## config.mk

```make
export PLATFORM = sky130hd
export DESIGN_NAME = ctg_queue
export DESIGN_NICKNAME = d
export VERILOG_FILES = /design/src/rtl/ctg_pkg.sv /design/src/rtl/ctg_queue.sv
export SDC_FILE = /design/constraint.sdc
export NUM_CORES = 1
export LEC_CHECK = 0
export BUFFER_PORTS_ARGS = -buffer_cell sky130_fd_sc_hd__buf_2
export CAP_MARGIN = 25
export CORE_MARGIN = 1
export CORE_UTILIZATION = 45
export DETAILED_ROUTE_END_ITERATION = 10
export GPL_TIMING_DRIVEN = 1
export PLACE_DENSITY = 0.7
export SKIP_LAST_GASP = 1
export SLEW_MARGIN = 20
export SYNTH_ARGS = -nofsm -noshare
export SYNTH_HDL_FRONTEND = slang
export SYNTH_SLANG_ARGS = --single-unit
```

## constraint.sdc

```tcl
create_clock -name clk -period 2.9 [get_ports clk]
set_input_delay 0.58 -clock clk [delete_from_list [all_inputs] [get_ports clk]]
set_output_delay 0.58 -clock clk [all_outputs]
set_load 0.005 [all_outputs]
```

## src/rtl/ctg_pkg.sv

```systemverilog
package ctg_pkg;

  localparam int MAX_SEGMENTS    = 1024;
  localparam int SINE_TABLE_BITS = 10;
  localparam int COORD_FRAC_BITS = 16;

  localparam int SEG_W      = 10;
  localparam int STEP_W     = 15;
  localparam int ANG_W      = 16;
  localparam int COORD_W    = 32;
  localparam int LEN_W      = 31;
  localparam int AXIS_W     = 2;
  localparam int PART_W     = 2;
  localparam int CFG_IDX_W  = 3;
  localparam int CFG_DATA_W = 32;

  // sine table: unsigned Q1.30, quarter wave plus the endpoint
  localparam int SINE_FRAC = 30;
  localparam int ROM_DW    = SINE_FRAC + 1;
  localparam int ROM_AW    = SINE_TABLE_BITS + 1;
  localparam int ROM_SIZE  = (1 << SINE_TABLE_BITS) + 1;
  localparam int PROD_W    = ROM_DW + LEN_W;
  localparam int OFF_W     = PROD_W - SINE_FRAC;

  localparam int QUEUE_DEPTH = 2;
  localparam int QPTR_W      = (QUEUE_DEPTH > 1) ? $clog2(QUEUE_DEPTH) : 1;
  localparam int QCNT_W      = $clog2(QUEUE_DEPTH + 1);

  localparam logic [AXIS_W-1:0] AXIS_X = 2'd0;
  localparam logic [AXIS_W-1:0] AXIS_Y = 2'd1;
  localparam logic [AXIS_W-1:0] AXIS_Z = 2'd2;

  localparam logic [PART_W-1:0] PART_BOTTOM = 2'd0;
  localparam logic [PART_W-1:0] PART_TOP    = 2'd1;
  localparam logic [PART_W-1:0] PART_SIDE0  = 2'd2;
  localparam logic [PART_W-1:0] PART_SIDE1  = 2'd3;

  localparam logic [LEN_W-1:0]  LEN_RESET  = LEN_W'(64'd1 << COORD_FRAC_BITS);
  localparam logic [STEP_W-1:0] STEP_RESET = STEP_W'(2048);

  typedef enum logic [CFG_IDX_W-1:0] {
    REG_AXIS       = 3'd0,
    REG_CENTER_X   = 3'd1,
    REG_CENTER_Y   = 3'd2,
    REG_CENTER_Z   = 3'd3,
    REG_HALF_LEN   = 3'd4,
    REG_RADIUS     = 3'd5,
    REG_ANGLE_STEP = 3'd6
  } cfg_reg_t;

  typedef struct packed {
    logic [AXIS_W-1:0]         axis;
    logic signed [COORD_W-1:0] center_x;
    logic signed [COORD_W-1:0] center_y;
    logic signed [COORD_W-1:0] center_z;
    logic [LEN_W-1:0]          half_length;
    logic [LEN_W-1:0]          radius;
  } cfg_t;

  typedef struct packed {
    logic [ANG_W-1:0] a0;
    logic [ANG_W-1:0] a1;
  } ang_pair_t;

  typedef struct packed {
    logic signed [COORD_W-1:0] x;
    logic signed [COORD_W-1:0] y;
    logic signed [COORD_W-1:0] z;
  } vec_t;

  typedef logic [ROM_DW-1:0] sine_rom_t [ROM_SIZE];

  localparam logic [63:0] HALF_PI_Q30 = 64'd1686629713;
  localparam logic [63:0] SINE_ONE    = 64'd1 << SINE_FRAC;
  // (2i)(2i+1) for i = 1..7
  localparam logic [63:0] TAYLOR_DIV [7] = '{64'd6, 64'd20, 64'd42, 64'd72,
                                             64'd110, 64'd156, 64'd210};

  // integer Taylor series, truncating at each step, clamped to [0, 1.0]
  function automatic sine_rom_t build_sine_rom();
    sine_rom_t rom;
    logic [63:0] x;
    logic [63:0] x2;
    logic [63:0] term;
    logic signed [63:0] sum;
    int k;
    int i;
    for (k = 0; k < ROM_SIZE; k++) begin
      x    = (HALF_PI_Q30 * 64'(k)) >> SINE_TABLE_BITS;
      x2   = (x * x) >> SINE_FRAC;
      term = x;
      sum  = $signed(x);
      for (i = 1; i <= 7; i++) begin
        term = ((term * x2) >> SINE_FRAC) / TAYLOR_DIV[i-1];
        if ((i & 1) == 1) begin
          sum = sum - $signed(term);
        end else begin
          sum = sum + $signed(term);
        end
      end
      if (sum < 0) begin
        sum = 0;
      end
      if (sum > $signed(SINE_ONE)) begin
        sum = $signed(SINE_ONE);
      end
      rom[k] = sum[ROM_DW-1:0];
    end
    return rom;
  endfunction

endpackage

```

## src/rtl/ctg_queue.sv

```systemverilog
module ctg_queue (
  input  logic               clk,
  input  logic               rst,
  input  logic               push,
  input  ctg_pkg::ang_pair_t push_entry,
  output logic               full,
  input  logic               pop,
  output logic               valid,
  output ctg_pkg::ang_pair_t head
);

  ctg_pkg::ang_pair_t                mem [ctg_pkg::QUEUE_DEPTH];
  logic [ctg_pkg::QPTR_W-1:0]        wr_ptr;
  logic [ctg_pkg::QPTR_W-1:0]        rd_ptr;
  logic [ctg_pkg::QCNT_W-1:0]        count;

  localparam logic [ctg_pkg::QPTR_W-1:0] PTR_LAST = ctg_pkg::QPTR_W'(ctg_pkg::QUEUE_DEPTH - 1);

  assign full  = count == ctg_pkg::QCNT_W'(ctg_pkg::QUEUE_DEPTH);
  assign valid = count != '0;
  assign head  = mem[rd_ptr];

  always_ff @(posedge clk) begin
    if (rst) begin
      wr_ptr <= '0;
      rd_ptr <= '0;
      count  <= '0;
    end else begin
      if (push) begin
        wr_ptr <= (wr_ptr == PTR_LAST) ? '0 : wr_ptr + 1'b1;
      end
      if (pop) begin
        rd_ptr <= (rd_ptr == PTR_LAST) ? '0 : rd_ptr + 1'b1;
      end
      if (push && !pop) begin
        count <= count + 1'b1;
      end else if (pop && !push) begin
        count <= count - 1'b1;
      end
    end
  end

  always_ff @(posedge clk) begin
    if (push) begin
      mem[wr_ptr] <= push_entry;
    end
  end

  a_no_overflow: assert property (@(posedge clk) disable iff (rst) push |-> !full)
    else $error("queue push while full");
  a_no_underflow: assert property (@(posedge clk) disable iff (rst) pop |-> valid)
    else $error("queue pop while empty");

endmodule

```

# [Word-level counts from Yosys, hierarchy flattened]
# Memory sizes are Yosys's and may differ from the RTL's. A register that Yosys moved wholly into a read port is not among the register bits.
# Cells that the tools add are included.
[word_totals] regBits=4 ram_bits=64 in_bits=36 output_inout_bits=34 wordCells=23 mem_count=1
[mem_list] memory="mem" words=2 width=32 rd=1 rd_ports_with_merged_regs=1 wr=1 line_no="ctg_queue.sv:12" text="ctg_pkg::ang_pair_t mem [ctg_pkg::QUEUE_DEPTH];"
[classes] n_addsub=4 eq_ne=1 n_mux=8 n_reduce_logical=6
[op_table] operator="$mux 1" count=6
[op_table] operator="$mux 2" count=2
[op_table] operator="$reduce_bool 2->1" count=2
[op_table] operator="$add 1x1->1 const B" count=2
[op_table] operator="$add 2x1->2 const B" count=1
[op_table] operator="$eq 2x2->1 const B" count=1
[op_table] operator="$logic_and 1x1->1" count=2
[op_table] operator="$logic_not 1->1" count=2
[op_table] operator="$sub 2x1->2 const B" count=1

# [Logic depth before layout (Yosys ltp)]
# Gate-level depths: netlist of run 1.
[depth] ltp_word=4 mapped_depth=5

# [Worst setup path after synthesis of run 1]
# No wires, ideal clock.
[synth_path] path_kind="in2reg" from="input push" to="memory mem[0][0] in the netlist's numbering, enable pin" setup_ps=425 t_arrival_ps=2028 required_ps=2475 slack_ps=448 path_stages=1 cell_sequence="nor2b_1"
[synth_via] elab_chain_cells=2
[synth_rtl] item="start: declaration" line_no="ctg_queue.sv:4" text="input logic push,"
[synth_rtl] item="$mux 1" line_no="ctg_queue.sv:44" text="if (push) begin"
[synth_rtl] item="$mux 1 (not written as such)" line_no="ctg_queue.sv:45" text="mem[wr_ptr] <= push_entry;"
[synth_rtl] item="end: declaration" line_no="ctg_queue.sv:12"
# Every way passes these cells.

==> results of run 1 <==
## per-stage QoR
step                      hold slack (ps)  instance area, µm²  cells  util [%]  setup slack, ps
after CTS                             423                3190    277      60.9              538
final                                 434                3190    277      60.9              578
after global routing                  417                3190    277      60.9              460
after detailed placement              513                2980    261      56.8              900
after floorplan                       456                2520    122         -              448
after global placement                470                2980    261      56.8              942
## final timing paths
path | from | to | slack (ps) | cells after the start
setup / recovery | flip-flop | head[11] | 580 | 3
hold / removal | push_entry[6] | mem[1][6] | 430 | 1
setup reg to reg | wr_ptr | mem[1][26] | 1360 | 2
hold reg to reg | count[1] | count[1] | 530 | 2
## registers in the layout, summed over array words and instances, names as in the netlist, named ones only
register  cells
mem          64
count         2
rd_ptr        1
wr_ptr        1
## final cells by class
type	count	area, µm²
timing repair buffer	73	388
multi-input combinational	48	474
inverter	1	3.75
tap	70	87.6
clock inverter	7	90.1
clock buffer	9	124
fill	380	2050
sequential	69	2020
## layer usage
layer  vias to the layer above  routed length, µm  share of wire (%)
met5                         -                  0                  0
met1                       651               1670                 39
met4                         0                 54                1.3
li1                        630                  -                  -
met2                        51               2340                 55
met3                         8                197                4.6
## power breakdown
part / total, mW / internal [mW] / switching, mW
Combinational: 0.226 / 0.121 / 0.105
Clock: 0.823 / 0.479 / 0.344
Sequential: 1.18 / 1.16 / 0.0215
Total: 2.23 / 1.76 / 0.470
## cell usage in the layout, fill, tap and decap left out
master / netlist / final
buf_4: 3 / 3
clkinv_2: 0 / 2
mux2_1: 2 / 2
nor2b_4: 0 / 1
clkinv_4: 0 / 1
buf_2: 0 / 69
a21oi_1: 1 / 1
inv_1: 1 / 1
clkinvlp_4: 0 / 1
ha_1: 1 / 1
xnor2_1: 2 / 2
dfxtp_1: 5 / 5
xor2_1: 2 / 2
clkinv_1: 0 / 1
nor2_1: 4 / 4
buf_12: 0 / 1
or2_2: 1 / 1
and2b_2: 1 / 1
and2_1: 1 / 1
bufinv_16: 0 / 2
or3_1: 1 / 1
clkbuf_8: 0 / 9
edfxtp_1: 64 / 64
o21ai_0: 1 / 1
mux2_2: 30 / 30
## critical path: cells and delay by family (launching register included)
family / cells / cell delay [ps]
buffers and inverters: 2 / 520
DFF: 1 / 510
muxes: 1 / 390
## logic make-up after synthesis
kind of cell / Yosys count / synth area share (%)
AOI/OAI and AO/OA: 2 / 0.397
xor gates and xnor gates: 4 / 1.39
and+or+nand+nor: 9 / 1.94
muxes: 32 / 14.3
DFF: 69 / 80.2
buffers and inverters: 5 / 1.24
adders and majority gates: 1 / 0.496
==> impl_metrics.tcl, run 1 <==
set metrics [dict create \
    status "finished clean" \
    cts_root_buf "clkbuf_8" \
    leakage_nw 1.23 \
    routedWlPerCell_um 15.4 \
    vias 1340 \
    skew_ps 9.43 \
    period_needed_ps 2320 \
    hold_buffers 0 \
    syn-num-nets 159 \
    portBuffers 69 \
    synthArstFlopShare_pct 0 \
    p_total_mw 2.23 \
    grt_pass1_vias 1469 \
    clk_latency_ps 330 \
    finalSetupViolations 0 \
    yosysWarnings 0 \
    grt_usage_pct 15.9 \
    p_per_area_mw_per_mm2 699 \
    ys_seq_area_share_pct 80.2 \
    grt_setup_unrepaired "false" \
    viasPerCell 4.84 \
    yosys.cell_count.top_type "edfxtp_1" \
    clkSinkCount 69 \
    grt.busiest_layer "met2" \
    crit_required_ps 2320 \
    grtUsageMet1_pct 17.7 \
    area_growth_pct 26.6 \
    maxCapViolCount 0 \
    gr-usage-met3_pct 4.64 \
    hold_class "input pin to flip-flop" \
    hold_viol_final 0 \
    antenna_left 0 \
    yosys.area.top_type "edfxtp_1" \
    grt_max_degree 26 \
    worstSetupStartpointType "flip-flop" \
    overflow 0 \
    die_x_um 76.8 \
    dpl.hpwl_um 2980 \
    worst-setup-path-type "flip-flop to primary output" \
    setup_tns_ps 0 \
    critPathSlowestCell "dfxtp_1" \
    yosysTopAreaCellShare_pct 76.3 \
    layout-drive-gt1-share_pct 58.5 \
    fmax_ghz 0.431 \
    critical_path_arrival_ps 1740 \
    drtIter0Drc 63 \
    cts_tree "yes" \
    synth_common_cells "edfxtp_1, mux2_2, dfxtp_1" \
    drtPass1Iterations 4 \
    yosysUniqueCellTypes 18 \
    rows 26 \
    num_antenna_cells 0 \
    gp_congestion 0.668 \
    cts_resized 0 \
    die_h_um 76.8 \
    antenna_found_initial 0 \
    nets 239 \
    clockBufferDepth 2 \
    dieArea_mm2 0.00590 \
    synth_edf_count 64 \
    drc 0 \
    worst_pin_slew_ps 649 \
    clk_pin_slew_ps 80 \
    slew_viol_final 0 \
    cts_buffers 9 \
    synthTopCellsByArea "edfxtp_1, mux2_2, dfxtp_1" \
    met2_usage_pct 28.0 \
    grt_pass1_wl_um 6930 \
    crit_path_cell_trace "buf_4 > mux2_2 > buf_2" \
    slowest_delay_ps 510 \
    path_max_fanout 25 \
    fin_crit_sh_pct 80.1 \
    io_pins 70 \
    cp-end-kind "primary output" \
    h-tree-depth 3 \
    synth_cells 122 \
    syn-mean-instance-area_um2 20.7 \
    wirelength_um 4260 \
    syn_area_mm2 0.00252 \
    maxSlewHeadroom_pct 56.7 \
    core_mm2 0.00524 \
    max-vdd-ir-drop_mv 0.376 \
    synth_ff_type "edfxtp_1" \
    cts_setup_buffers 0 \
    start_util_pct 48.1 \
    synth-seq-cells 69 \
]
(Power assumes the default switching activity.)
==> run 2: changes to the inputs <==
Clock period 2.9 ns to 2.2 ns, I/O delays scaled along.
==> run 2 against run 1 <==
Effect of this change: final cell count unchanged; non-clock buffer count up 2; via count decreased by 2.2%; global-route usage is 0.49 points lower; core utilization decreased by 1.3 points; clock power shrank 5.5%; die area did not move; sequential power is 31% higher; critical endpoint is now head[0].
==> impl_metrics.tcl, run 2 (synthesis gave the netlist of run 1 again) <==
set metrics [dict create \
    crit_path_cell_trace "buf_4 > mux2_2 > buf_2" \
    gr-usage-met3_pct 5.24 \
    clk_pin_slew_ps 60 \
    skew_ps 5.68 \
    cts_root_buf "clkbuf_8" \
    cts_tree "yes" \
    clk_latency_ps 320 \
    r2r_start "wr_ptr" \
    routedWlPerCell_um 14.4 \
    num_antenna_cells 0 \
    worstSetupEndpoint "head[0]" \
    setup_ws_ps 365 \
    cp-end-kind "primary output" \
    cts_resized 0 \
    path_max_fanout 17 \
    setup_tns_ps 0 \
    cp_top_family "buffers and inverters" \
    fin_crit_sh_pct 83.4 \
    viasPerCell 4.73 \
    cts_buffers 9 \
    max-vdd-ir-drop_mv 0.559 \
    layout-drive-gt1-share_pct 57.5 \
    crit_required_ps 1760 \
    drtPass1Iterations 4 \
    wirelength_um 3980 \
    h-tree-depth 3 \
    final_cell_mix "buf_2, edfxtp_1, mux2_2, clkbuf_8, buf_4" \
    largest_register "mem" \
    dpl.hpwl_um 2780 \
    largest_reg_flops 64 \
    antenna_left 0 \
    dp.cells 263 \
    rr_endpoint "mem[1][24]" \
    grt_pass1_vias 1428 \
    area_growth_pct 23.9 \
    critical_path_arrival_ps 1390 \
    reg.largest.list "mem: 64 flops, count: 2 flops" \
    overflow 0 \
    met2_usage_pct 26.4 \
    dieArea_mm2 0.00590 \
    fillers 400 \
    cp_num_buf_inv 2 \
    clockBufferDepth 2 \
    status "finished clean" \
    hold_class "input pin to flip-flop" \
    rows 26 \
    p_per_area_mw_per_mm2 841 \
    grt_pass1_wl_um 6640 \
    multi_input_area_um2 474 \
    maxSlewHeadroom_pct 84.1 \
    place_ws_ps 697 \
    finalSetupViolations 0 \
    die_h_um 76.8 \
    leakage_nw 1.20 \
    worst_pin_slew_ps 238 \
    grt_setup_unrepaired "false" \
    worstSetupStartpointType "flip-flop" \
    vias 1311 \
    antenna_found_initial 0 \
    drtIter0Drc 37 \
    portBuffers 69 \
    io_pins 70 \
    slew_viol_final 0 \
    gp_congestion 0.640 \
    slowest_delay_ps 370 \
    maxCapViolCount 0 \
    drc 0 \
    register_area_mm2 0.00202 \
    grtUsageMet1_pct 16.7 \
    fmax_ghz 0.545 \
    cts_setup_buffers 0 \
    critPathSlowestCell "mux2_2" \
    hold_buffers 0 \
    grt_max_degree 18 \
    final_common_cell "buf_2" \
    path_depth 3 \
    period_needed_ps 1830 \
    regToRegSetupSlack_ps 1060 \
    holdWs_ps 308 \
    rr_worst_depth 2 \
    nets 241 \
    worst-setup-path-type "flip-flop to primary output" \
    core_mm2 0.00524 \
    die_x_um 76.8 \
    hold_viol_final 0 \
    final_cells 277 \
    start_util_pct 48.1 \
    clkSinkCount 69 \
    grt.busiest_layer "met2" \
    grt_usage_pct 15.4 \
]
run 2: metal layers:
layer	wire, µm	up-vias	share of wire, %
met3	191	4	4.8
met4	39	0	0.98
li1	-	631	-
met1	1600	639	40
met2	2150	37	54
met5	0	-	0
run 2: layout make-up:
cell class | instances | share of cell area (%)
clock inverter | 4 | 0.561
inverter | 1 | 0.120
multi-input combinational | 48 | 15.2
sequential | 69 | 64.7
clock buffer | 10 | 4.09
tap | 70 | 2.80
timing repair buffer | 75 | 12.5
run 2: worst min-delay path by stage:
stage                     slack, ps            from    endpoint  depth (start not counted)
after detailed placement        490        count[1]    count[1]                          2
after CTS                       290  push_entry[30]  mem[0][30]                          1
after floorplan                 460        count[1]    count[1]                          2
after global routing            280  push_entry[24]  mem[0][24]                          1
final                           310  push_entry[30]  mem[0][30]                          1
after global placement          470        count[1]    count[1]                          2
run 2: stage by stage:
step / total power [mW] / utilization, % / area, µm²
4_1_cts: 2.67 / 59.6 / 3120
3_3_place_gp: 1.87 / 56.9 / 2980
2_1_floorplan: 1.74 / - / 2520
5_1_grt: 2.75 / 59.6 / 3120
6_report: 2.63 / 59.6 / 3120
3_5_place_dp: 1.88 / 56.9 / 2980
run 2: where the power goes:
part | internal [mW] | switching, mW
Clock | 0.385 | 0.393
Sequential | 1.53 | 0.0240
Combinational | 0.160 | 0.139
Total | 2.07 | 0.556
