### src/rtl/ctg_pkg.sv
package ctg_pkg;

  localparam int MAX_SEGMENTS    = 1024;
  localparam int SINE_TABLE_BITS = 10;
  localparam int COORD_FRAC_BITS = 16;

  localparam int SEG_W      = 10;
  localparam int STEP_W     = 15;
  localparam int ANG_W      = 16;
  localparam int COORD_W    = 32;
  localparam int LEN_W      = 31;
  localparam int AXIS_W     = 2;
  localparam int PART_W     = 2;
  localparam int CFG_IDX_W  = 3;
  localparam int CFG_DATA_W = 32;

  // sine table: unsigned Q1.30, quarter wave plus the endpoint
  localparam int SINE_FRAC = 30;
  localparam int ROM_DW    = SINE_FRAC + 1;
  localparam int ROM_AW    = SINE_TABLE_BITS + 1;
  localparam int ROM_SIZE  = (1 << SINE_TABLE_BITS) + 1;
  localparam int PROD_W    = ROM_DW + LEN_W;
  localparam int OFF_W     = PROD_W - SINE_FRAC;

  localparam int QUEUE_DEPTH = 2;
  localparam int QPTR_W      = (QUEUE_DEPTH > 1) ? $clog2(QUEUE_DEPTH) : 1;
  localparam int QCNT_W      = $clog2(QUEUE_DEPTH + 1);

  localparam logic [AXIS_W-1:0] AXIS_X = 2'd0;
  localparam logic [AXIS_W-1:0] AXIS_Y = 2'd1;
  localparam logic [AXIS_W-1:0] AXIS_Z = 2'd2;

  localparam logic [PART_W-1:0] PART_BOTTOM = 2'd0;
  localparam logic [PART_W-1:0] PART_TOP    = 2'd1;
  localparam logic [PART_W-1:0] PART_SIDE0  = 2'd2;
  localparam logic [PART_W-1:0] PART_SIDE1  = 2'd3;

  localparam logic [LEN_W-1:0]  LEN_RESET  = LEN_W'(64'd1 << COORD_FRAC_BITS);
  localparam logic [STEP_W-1:0] STEP_RESET = STEP_W'(2048);

  typedef enum logic [CFG_IDX_W-1:0] {
    REG_AXIS       = 3'd0,
    REG_CENTER_X   = 3'd1,
    REG_CENTER_Y   = 3'd2,
    REG_CENTER_Z   = 3'd3,
    REG_HALF_LEN   = 3'd4,
    REG_RADIUS     = 3'd5,
    REG_ANGLE_STEP = 3'd6
  } cfg_reg_t;

  typedef struct packed {
    logic [AXIS_W-1:0]         axis;
    logic signed [COORD_W-1:0] center_x;
    logic signed [COORD_W-1:0] center_y;
    logic signed [COORD_W-1:0] center_z;
    logic [LEN_W-1:0]          half_length;
    logic [LEN_W-1:0]          radius;
  } cfg_t;

  typedef struct packed {
    logic [ANG_W-1:0] a0;
    logic [ANG_W-1:0] a1;
  } ang_pair_t;

  typedef struct packed {
    logic signed [COORD_W-1:0] x;
    logic signed [COORD_W-1:0] y;
    logic signed [COORD_W-1:0] z;
  } vec_t;

  typedef logic [ROM_DW-1:0] sine_rom_t [ROM_SIZE];

  localparam logic [63:0] HALF_PI_Q30 = 64'd1686629713;
  localparam logic [63:0] SINE_ONE    = 64'd1 << SINE_FRAC;
  // (2i)(2i+1) for i = 1..7
  localparam logic [63:0] TAYLOR_DIV [7] = '{64'd6, 64'd20, 64'd42, 64'd72,
                                             64'd110, 64'd156, 64'd210};

  // integer Taylor series, truncating at each step, clamped to [0, 1.0]
  function automatic sine_rom_t build_sine_rom();
    sine_rom_t rom;
    logic [63:0] x;
    logic [63:0] x2;
    logic [63:0] term;
    logic signed [63:0] sum;
    int k;
    int i;
    for (k = 0; k < ROM_SIZE; k++) begin
      x    = (HALF_PI_Q30 * 64'(k)) >> SINE_TABLE_BITS;
      x2   = (x * x) >> SINE_FRAC;
      term = x;
      sum  = $signed(x);
      for (i = 1; i <= 7; i++) begin
        term = ((term * x2) >> SINE_FRAC) / TAYLOR_DIV[i-1];
        if ((i & 1) == 1) begin
          sum = sum - $signed(term);
        end else begin
          sum = sum + $signed(term);
        end
      end
      if (sum < 0) begin
        sum = 0;
      end
      if (sum > $signed(SINE_ONE)) begin
        sum = $signed(SINE_ONE);
      end
      rom[k] = sum[ROM_DW-1:0];
    end
    return rom;
  endfunction

endpackage

### src/rtl/ctg_front.sv
module ctg_front (
  input  logic                       clk,
  input  logic                       rst,
  input  logic                       in_valid,
  output logic                       in_ready,
  input  logic [ctg_pkg::SEG_W-1:0]  segment_index,
  input  logic [ctg_pkg::STEP_W-1:0] angle_step,
  output logic                       push,
  output ctg_pkg::ang_pair_t         entry,
  input  logic                       full
);

  localparam int MUL_W = ctg_pkg::SEG_W + ctg_pkg::STEP_W;

  logic                        loaded;
  logic                        accept;
  logic                        in_range;
  logic [MUL_W-1:0]            prod;
  logic [ctg_pkg::ANG_W-1:0]   a0;

  assign push     = loaded && !full;
  assign in_ready = !loaded || push;
  assign accept   = in_valid && in_ready;
  assign in_range = 32'(segment_index) < 32'(ctg_pkg::MAX_SEGMENTS);

  // angles wrap modulo a full turn
  assign prod = MUL_W'(segment_index) * MUL_W'(angle_step);
  assign a0   = prod[ctg_pkg::ANG_W-1:0];

  always_ff @(posedge clk) begin
    if (rst) begin
      loaded <= 1'b0;
    end else if (accept) begin
      loaded <= in_range;
    end else if (push) begin
      loaded <= 1'b0;
    end
  end

  always_ff @(posedge clk) begin
    if (accept) begin
      entry.a0 <= a0;
      entry.a1 <= a0 + ctg_pkg::ANG_W'(angle_step);
    end
  end

endmodule

### config.mk
export PLATFORM = sky130hd
export DESIGN_NAME = ctg_front
export DESIGN_NICKNAME = d
export VERILOG_FILES = /design/src/rtl/ctg_pkg.sv /design/src/rtl/ctg_front.sv
export SDC_FILE = /design/constraint.sdc
export NUM_CORES = 1
export LEC_CHECK = 0
export BUFFER_PORTS_ARGS = -buffer_cell sky130_fd_sc_hd__buf_2
export CAP_MARGIN = 5
export CORE_MARGIN = 5
export CORE_UTILIZATION = 30
export CTS_CLUSTER_DIAMETER = 60
export DETAILED_ROUTE_END_ITERATION = 10
export SYNTH_ARGS = -nofsm -noshare
export SYNTH_HDL_FRONTEND = slang
export SYNTH_SLANG_ARGS = --single-unit
### constraint.sdc
create_clock -name clk -period 11 [get_ports clk]
set_clock_uncertainty 0.2 [all_clocks]
set_input_delay 0.55 -clock clk [delete_from_list [all_inputs] [get_ports clk]]
set_output_delay 0.55 -clock clk [all_outputs]
set_load 0.01 [all_outputs]
Word level (Yosys, flattened, before mapping)
Index checks and enable logic that the tools add are counted.
{"block": "op_classes", "muxes": 2, "mul": 1, "n_addsub": 1, "reduce_logical": 6}
{"cell": "$add 16x15->16", "count": 1}
{"cell": "$mul 10x15->16", "count": 1}
{"cell": "$logic_and 1x1->1", "count": 2}
{"cell": "$logic_not 1->1", "count": 2}
{"cell": "$mux 1", "count": 2}
{"cell": "$reduce_bool 2->1", "count": 1}
{"cell": "$logic_or 1x1->1", "count": 1}
{"block": "totals", "register_bits": 33, "in_bits": 29, "word_cells": 13}

Longest topological paths before layout
Gate-level depths: netlist of the first run.
{"block": "depth", "depth_word": 5, "mapped_depth": 23, "mapped_depth_nobuf": 22}

Least setup slack after synthesis of the first run
Ideal clock, no wire load.
{"block": "synth_timing", "path_kind": "in2reg", "from": "input port segment_index[1] in the netlist's numbering", "to": "register entry[14] in the netlist's numbering (data pin)", "path_buffers": 1, "required_time_ns": 10.541, "path_slack_ns": 4.872, "arrival_ns": 5.669, "stages": 23, "setup_ns": 0.259, "path_cell_list": "clkbuf_1 nand2_1 fa_1 inv_1 fa_1 inv_1 fa_1 inv_1 fa_1 inv_1 fa_1 inv_1 ha_1 nand3_1 nor3_2 nor3_1 or3_2 xnor2_1 ha_1 nor3_1 a21oi_1 nand2_1 a211o_1"}
{"block": "synth_between", "elab_chain_len": 2}
{"item": "start, declared", "line": "ctg_front.sv:6", "source": "input logic [ctg_pkg::SEG_W-1:0] segment_index,"}
{"item": "$mul 10x15->16", "line": "ctg_front.sv:27", "source": "assign prod = MUL_W'(segment_index) * MUL_W'(angle_step);"}
{"item": "named net prod[13]", "line": "ctg_front.sv:18", "source": "logic [MUL_W-1:0] prod;"}
{"item": "$add 16x15->16", "line": "ctg_front.sv:43", "source": "entry.a1 <= a0 + ctg_pkg::ANG_W'(angle_step);"}
{"item": "end, declared", "line": "ctg_front.sv:9", "source": "output ctg_pkg::ang_pair_t entry,"}
The timed path passes the listed nets, and every way through them passes these cells.
A chain may end at the register's enable or synchronous reset.

Final worst setup path of the first run
Ends and elaborated chain as after synthesis.

==> results of run 1 <==
-- cell type report --
type / instances / area share
inverter: 83 / 0.0560
clock buffer: 6 / 0.0232
multi-input combinational: 378 / 0.633
sequential: 33 / 0.176
clock inverter: 2 / 0.00607
tap: 216 / 0.0486
timing repair buffer: 63 / 0.0571
-- how the worst min path moves through the flow --
stage                     depth (start not counted)   start  slack, ps     end
final                                             2     rst        250  loaded
after global routing                              2     rst        250  loaded
after CTS                                         2     rst        240  loaded
after detailed placement                          2  loaded        340  loaded
after global placement                            2  loaded        280  loaded
after floorplan                                   2  loaded        270  loaded
-- stage by stage --
stage | setup WS [ps] | instances | util | hold slack (ps) | instance area, um2
finish | 4830 | 781 | 0.350 | 250 | 5560
global route | 4520 | 781 | 0.350 | 250 | 5560
CTS | 4830 | 781 | 0.350 | 244 | 5560
detailed placement | 4580 | 773 | 0.340 | 340 | 5400
global placement | 4700 | 773 | 0.340 | 279 | 5400
floorplan | 4870 | 506 | - | 265 | 4860
-- critical path, cell delays in order --
cell     delay [ps]
buf_2           260
nand2_1         130
fa_1            550
inv_1            50
fa_1            500
inv_1            60
fa_1            530
inv_1            50
fa_1            470
inv_1            50
fa_1            470
inv_1            40
ha_1            340
nand3_1         110
nor3_2          140
nor3_1          120
or3_2           490
xnor2_1         160
ha_1            380
nor3_1           80
a21oi_1         120
nand2_1          70
a211o_1         280
-- kinds of logic (layout without fill, tap and decap cells) --
| logic type | count (synthesis) | in the layout | share of synthesized area |
|---|---|---|---|
| and+or+nand+nor | 178 | 178 | 0.180 |
| adders and majority gates | 116 | 116 | 0.408 |
| buffers and inverters | 95 | 154 | 0.0741 |
| AOI/OAI and AO/OA | 45 | 45 | 0.0625 |
| xor gates and xnor gates | 39 | 39 | 0.0733 |
| DFF | 33 | 33 | 0.202 |
-- placed cells by master (no fill, tap or decap), drive strengths merged --
cell	Yosys	routed
buf	1	63
o31ai	2	2
o41ai	1	1
a41oi	1	1
nand3	7	7
clkinv	0	1
or3	5	5
xor2	8	8
inv	83	83
edfxtp	32	32
a31o	1	1
dfxtp	1	1
a21oi	14	14
a41o	1	1
nand4	1	1
xnor2	31	31
a211oi	2	2
nand2b	1	1
nand2	74	74
a21boi	1	1
o21a	3	3
o21bai	3	3
nor4	1	1
nor2b	4	4
o21ai	8	8
bufinv	0	1
a31oi	1	1
nor2	14	14
nor3	14	14
fa	71	71
clkbuf	11	6
a211o	1	1
a21o	5	5
and2	57	57
o2111a	1	1
ha	45	45
-- metal layers --
metal	wire, um	vias up
met5	0	-
met4	96	0
met3	471	9
met2	5020	81
met1	4970	1757
li1	-	1717
-- registers in the layout (all words and copies together) (netlist names) --
| name | count |
|---|---|
| loaded | 1 |
| entry | 32 |
==> results.json, run 1 <==
{
  "vias_per_cell": 4.56,
  "critPathLaunch": "segment_index[1]",
  "clkTransAtPathRegs_ps": 50,
  "post-cts-setup-buffer-count": 0,
  "drive_gt1_frac": 0.135,
  "busiest_layer": "met2",
  "drt-initial-drc-count": 152,
  "r2r-end": "entry[5]",
  "syn_inst": 506,
  "yosysWarnings": 0,
  "grt_overflow": 0,
  "antenna_found_initial": 0,
  "cts.sinks": 33,
  "die_w_um": 137,
  "setup_viol": 0,
  "grt_usage": 0.121,
  "seq_area_um2": 981,
  "crit_end": "entry[14]",
  "synth_top_area_cell": "fa_1",
  "antenna_cells": 0,
  "wl_um": 10600,
  "ys_async_sr_fraction": 0,
  "r2r_cells": 3,
  "gp_congestion": 0.864,
  "max_freq_mhz": 162,
  "grt_pass1_vias": 3977,
  "fin_crit_sh": 0.560,
  "syn-cell-area_um2": 4860,
  "drv_slew": 0,
  "cts.repair.resized": 0,
  "syn-num-nets": 651,
  "htree_levels": 2,
  "arrival_ps": 5990,
  "grt_util_met2": 0.208,
  "synthDistinctLibCells": 40,
  "crit_required_ps": 10820,
  "die_y_um": 137,
  "synth_edf_count": 32,
  "initial_utilization": 0.306,
  "cts_buffer_depth": 2,
  "grt_pass1_wl_um": 18700,
  "rows": 46,
  "synthTopCellsByCount": "inv_1 (83), nand2_1 (73), fa_1 (71)",
  "worstSetupStartpointType": "primary input",
  "synth_top_area_share": 0.292,
  "timing.slew.headroom": 0.738,
  "hold_viol": 0,
  "use_met1": 0.163,
  "fin_crit_ps": 6170,
  "r2r_slack_ps": 9580,
  "port_buffers": 62,
  "coreArea_um2": 15900,
  "fin_tns_setup_ps": 0,
  "die_area_um2": 18900,
  "synth_seq_cells": 33,
  "ant_nets": 0,
  "use_met3": 0.0164,
  "avgSynthCellArea_um2": 9.61,
  "cts_tree": "built",
  "root_buffer": "clkbuf_16",
  "fin_nets": 709,
  "syn2layout_area_growth_pct": 14.4,
  "drtPass1Iterations": 4,
  "hold_class": "primary input to register",
  "synth_area_leaders": "fa_1 (29%), edfxtp_1 (20%), ha_1 (12%), and2_1 (7.3%), inv_1 (6.4%)",
  "cts_inserted_buffers": 5,
  "grt_max_degree": 33,
  "multi_input_area_um2": 3520,
  "dp.final_hpwl_um": 9200,
  "vias": 3564,
  "synthFlopType": "edfxtp_1",
  "synth-seq-area-share": 0.202,
  "drc": 0,
  "holdBufCountCts": 0,
  "tightest_slew_ps": 393,
  "max-cap-violations": 0,
  "crit_type": "primary input to register",
  "rsz0062_at_grt": "no",
  "outcome": "complete, no violations",
  "cp_max_fo": 15,
  "ios": 63,
  "reg2reg_from": "loaded",
  "clock_latency_ps": 270,
  "synth_most_common_cell": "inv_1",
  "wl_per_cell_um": 13.5,
  "fillers": 1675,
  "end_kind": "register"
}
Power of run 1 is not shown: default switching activity piles up to over one toggle a cycle in this logic, so the estimate is an artifact.
==> inputs of run 2 (changes only) <==
- ABC_AREA: not set -> 1
- clock period: 11 -> 6.1 ns (I/O delays scaled with it)
==> results.json, run 2 <==
{
  "use_met3": 0.0167,
  "hold_class": "primary input to register",
  "drive_gt1_frac": 0.162,
  "die_area_um2": 20400,
  "rsz0062_at_grt": "no",
  "vias": 4313,
  "fin_crit_sh": 0.942,
  "grt_usage": 0.123,
  "synthTopCellsByCount": "nand2_1 (206), inv_1 (183), fa_1 (71)",
  "cp_slowest_cell": "fa_1",
  "end_kind": "register",
  "die_y_um": 143,
  "grt_util_met2": 0.211,
  "wl_um": 12000,
  "avgSynthCellArea_um2": 7.71,
  "max_freq_mhz": 174,
  "clock_latency_ps": 270,
  "synth_edf_count": 32,
  "path_buf_inv": 9,
  "crit_required_ps": 5920,
  "grt_max_degree": 33,
  "cp_top_family": "adder cells",
  "yosysWarnings": 0,
  "seq_area_um2": 981,
  "grt_overflow": 0,
  "dp.final_hpwl_um": 10600,
  "ant_nets": 0,
  "layout_common_cells": "nand2_1 (206), inv_1 (183), fa_1 (71)",
  "root_buffer": "clkbuf_16",
  "grt_pass1_vias": 4307,
  "timing.slew.headroom": 0.326,
  "cts_inserted_buffers": 5,
  "max_stage_delay_ps": 530,
  "gp_congestion": 0.867,
  "crit_top_cell": "inv_1",
  "ys_async_sr_fraction": 0,
  "synthDistinctLibCells": 33,
  "use_met1": 0.170,
  "busiest_layer": "met2",
  "cts_tree": "built",
  "synth-seq-area-share": 0.186,
  "synth_top_area_share": 0.269,
  "cts_buffer_depth": 2,
  "synth_seq_cells": 33,
  "coreArea_um2": 17300,
  "tightest_slew_ps": 1010,
  "htree_levels": 2,
  "outcome": "complete, no violations",
  "die_w_um": 143,
  "largest_reg_flops": 32,
  "drtPass1Iterations": 5,
  "fin_crit_ps": 5750,
  "fillers": 1853,
  "syn2layout_area_growth_pct": 17.9,
  "worstSetupStartpointType": "primary input",
  "reg.largest.list": "entry (32), loaded (1)",
  "regMostFlops": "entry",
  "final_common_cell": "nand2_1",
  "min_from": "in_valid",
  "drt-initial-drc-count": 222,
  "antenna_found_initial": 0,
  "arrival_ps": 5570,
  "cp_max_fo": 9,
  "crit_type": "primary input to register",
  "hold_viol": 0,
  "post-cts-setup-buffer-count": 0,
  "initial_utilization": 0.305,
  "vias_per_cell": 4.33,
  "wl_per_cell_um": 12.1,
  "synth_most_common_cell": "nand2_1",
  "setup_viol": 0,
  "syn-cell-area_um2": 5280,
  "drv_slew": 0,
  "clkTransAtPathRegs_ps": 60,
  "syn_inst": 685,
  "fin_nets": 915,
  "reg2reg_from": "loaded",
  "synth_area_leaders": "fa_1 (27%), edfxtp_1 (18%), nand2_1 (15%), inv_1 (13%), ha_1 (11%)",
  "syn-num-nets": 830,
  "place_inst": 987,
  "ios": 63,
  "synthFlopType": "edfxtp_1",
  "synth_top_area_cell": "fa_1",
  "port_buffers": 62,
  "grt_pass1_wl_um": 20500,
  "cts.sinks": 33,
  "multi_input_area_um2": 3530,
  "rows": 48,
  "critPathLaunch": "segment_index[1]",
  "final_cell_count_no_fill": 996,
  "drc": 0,
  "antenna_cells": 0,
  "max-cap-violations": 0
}
run 2: cell types whose count changed after synthesis, moves of 5 or more:
cell,change
xor2_1,+7
xnor2_1,-21
and2_1,-57
nor3_1,-12
nand2_2,+5
nand2_1,+133
a21oi_1,+13
inv_1,+100
nand3_1,+20
run 2: logic make-up (layout without fill, tap and decap cells):
group                    after synthesis  after routing  share of synthesized area
adder cells (fa/ha/maj)              116            116                      0.376
AO/OA/AOI/OAI                         49             49                     0.0519
flip-flops                            33             33                      0.186
XOR/XNOR                              23             23                     0.0382
buffers and inverters                208            294                      0.153
AND/OR/NAND/NOR                      256            256                      0.195
run 2: final timing paths:
check | end | slack (ps) | cells past startpoint
setup / recovery | entry[14] | 350 | 29
hold / removal | loaded | 130 | 3
setup reg to reg | entry[8] | 4380 | 1
hold reg to reg | loaded | 330 | 2
run 2: cell type report:
| cell class | count | share of cell area |
|---|---|---|
| sequential | 33 | 0.158 |
| multi-input combinational | 444 | 0.567 |
| tap | 225 | 0.0452 |
| inverter | 187 | 0.113 |
| clock inverter | 2 | 0.00161 |
| clock buffer | 6 | 0.0207 |
| timing repair buffer | 99 | 0.0953 |
run 2: metrics by stage:
stage               cell area (um2)  setup WS, ps  utilization  setup TNS, ps  hold WS, ps
detailed placement             6050         -84.6        0.350           -189          265
global placement               6050         -14.6        0.350          -14.6          261
global route                   6220          30.2        0.360              0          177
floorplan                      5280          64.1            -              0          174
CTS                            6200           189        0.358              0          129
finish                         6220           352        0.360              0          131
run 2: repair_timing:
item / CTS / global route
hold buffers: 1 / 0
gates resized for setup: 0 / 8
setup endpoints to repair: 0 / 4
hold endpoints to repair: 1 / 0
run 2: routing by layer:
| metal | vias up | routed length [um] |
|---|---|---|
| met5 | - | 0 |
| met4 | 0 | 99 |
| met3 | 6 | 554 |
| met2 | 82 | 5660 |
| met1 | 2034 | 5730 |
| li1 | 2191 | - |
Power of run 2 is left out for the same reason.
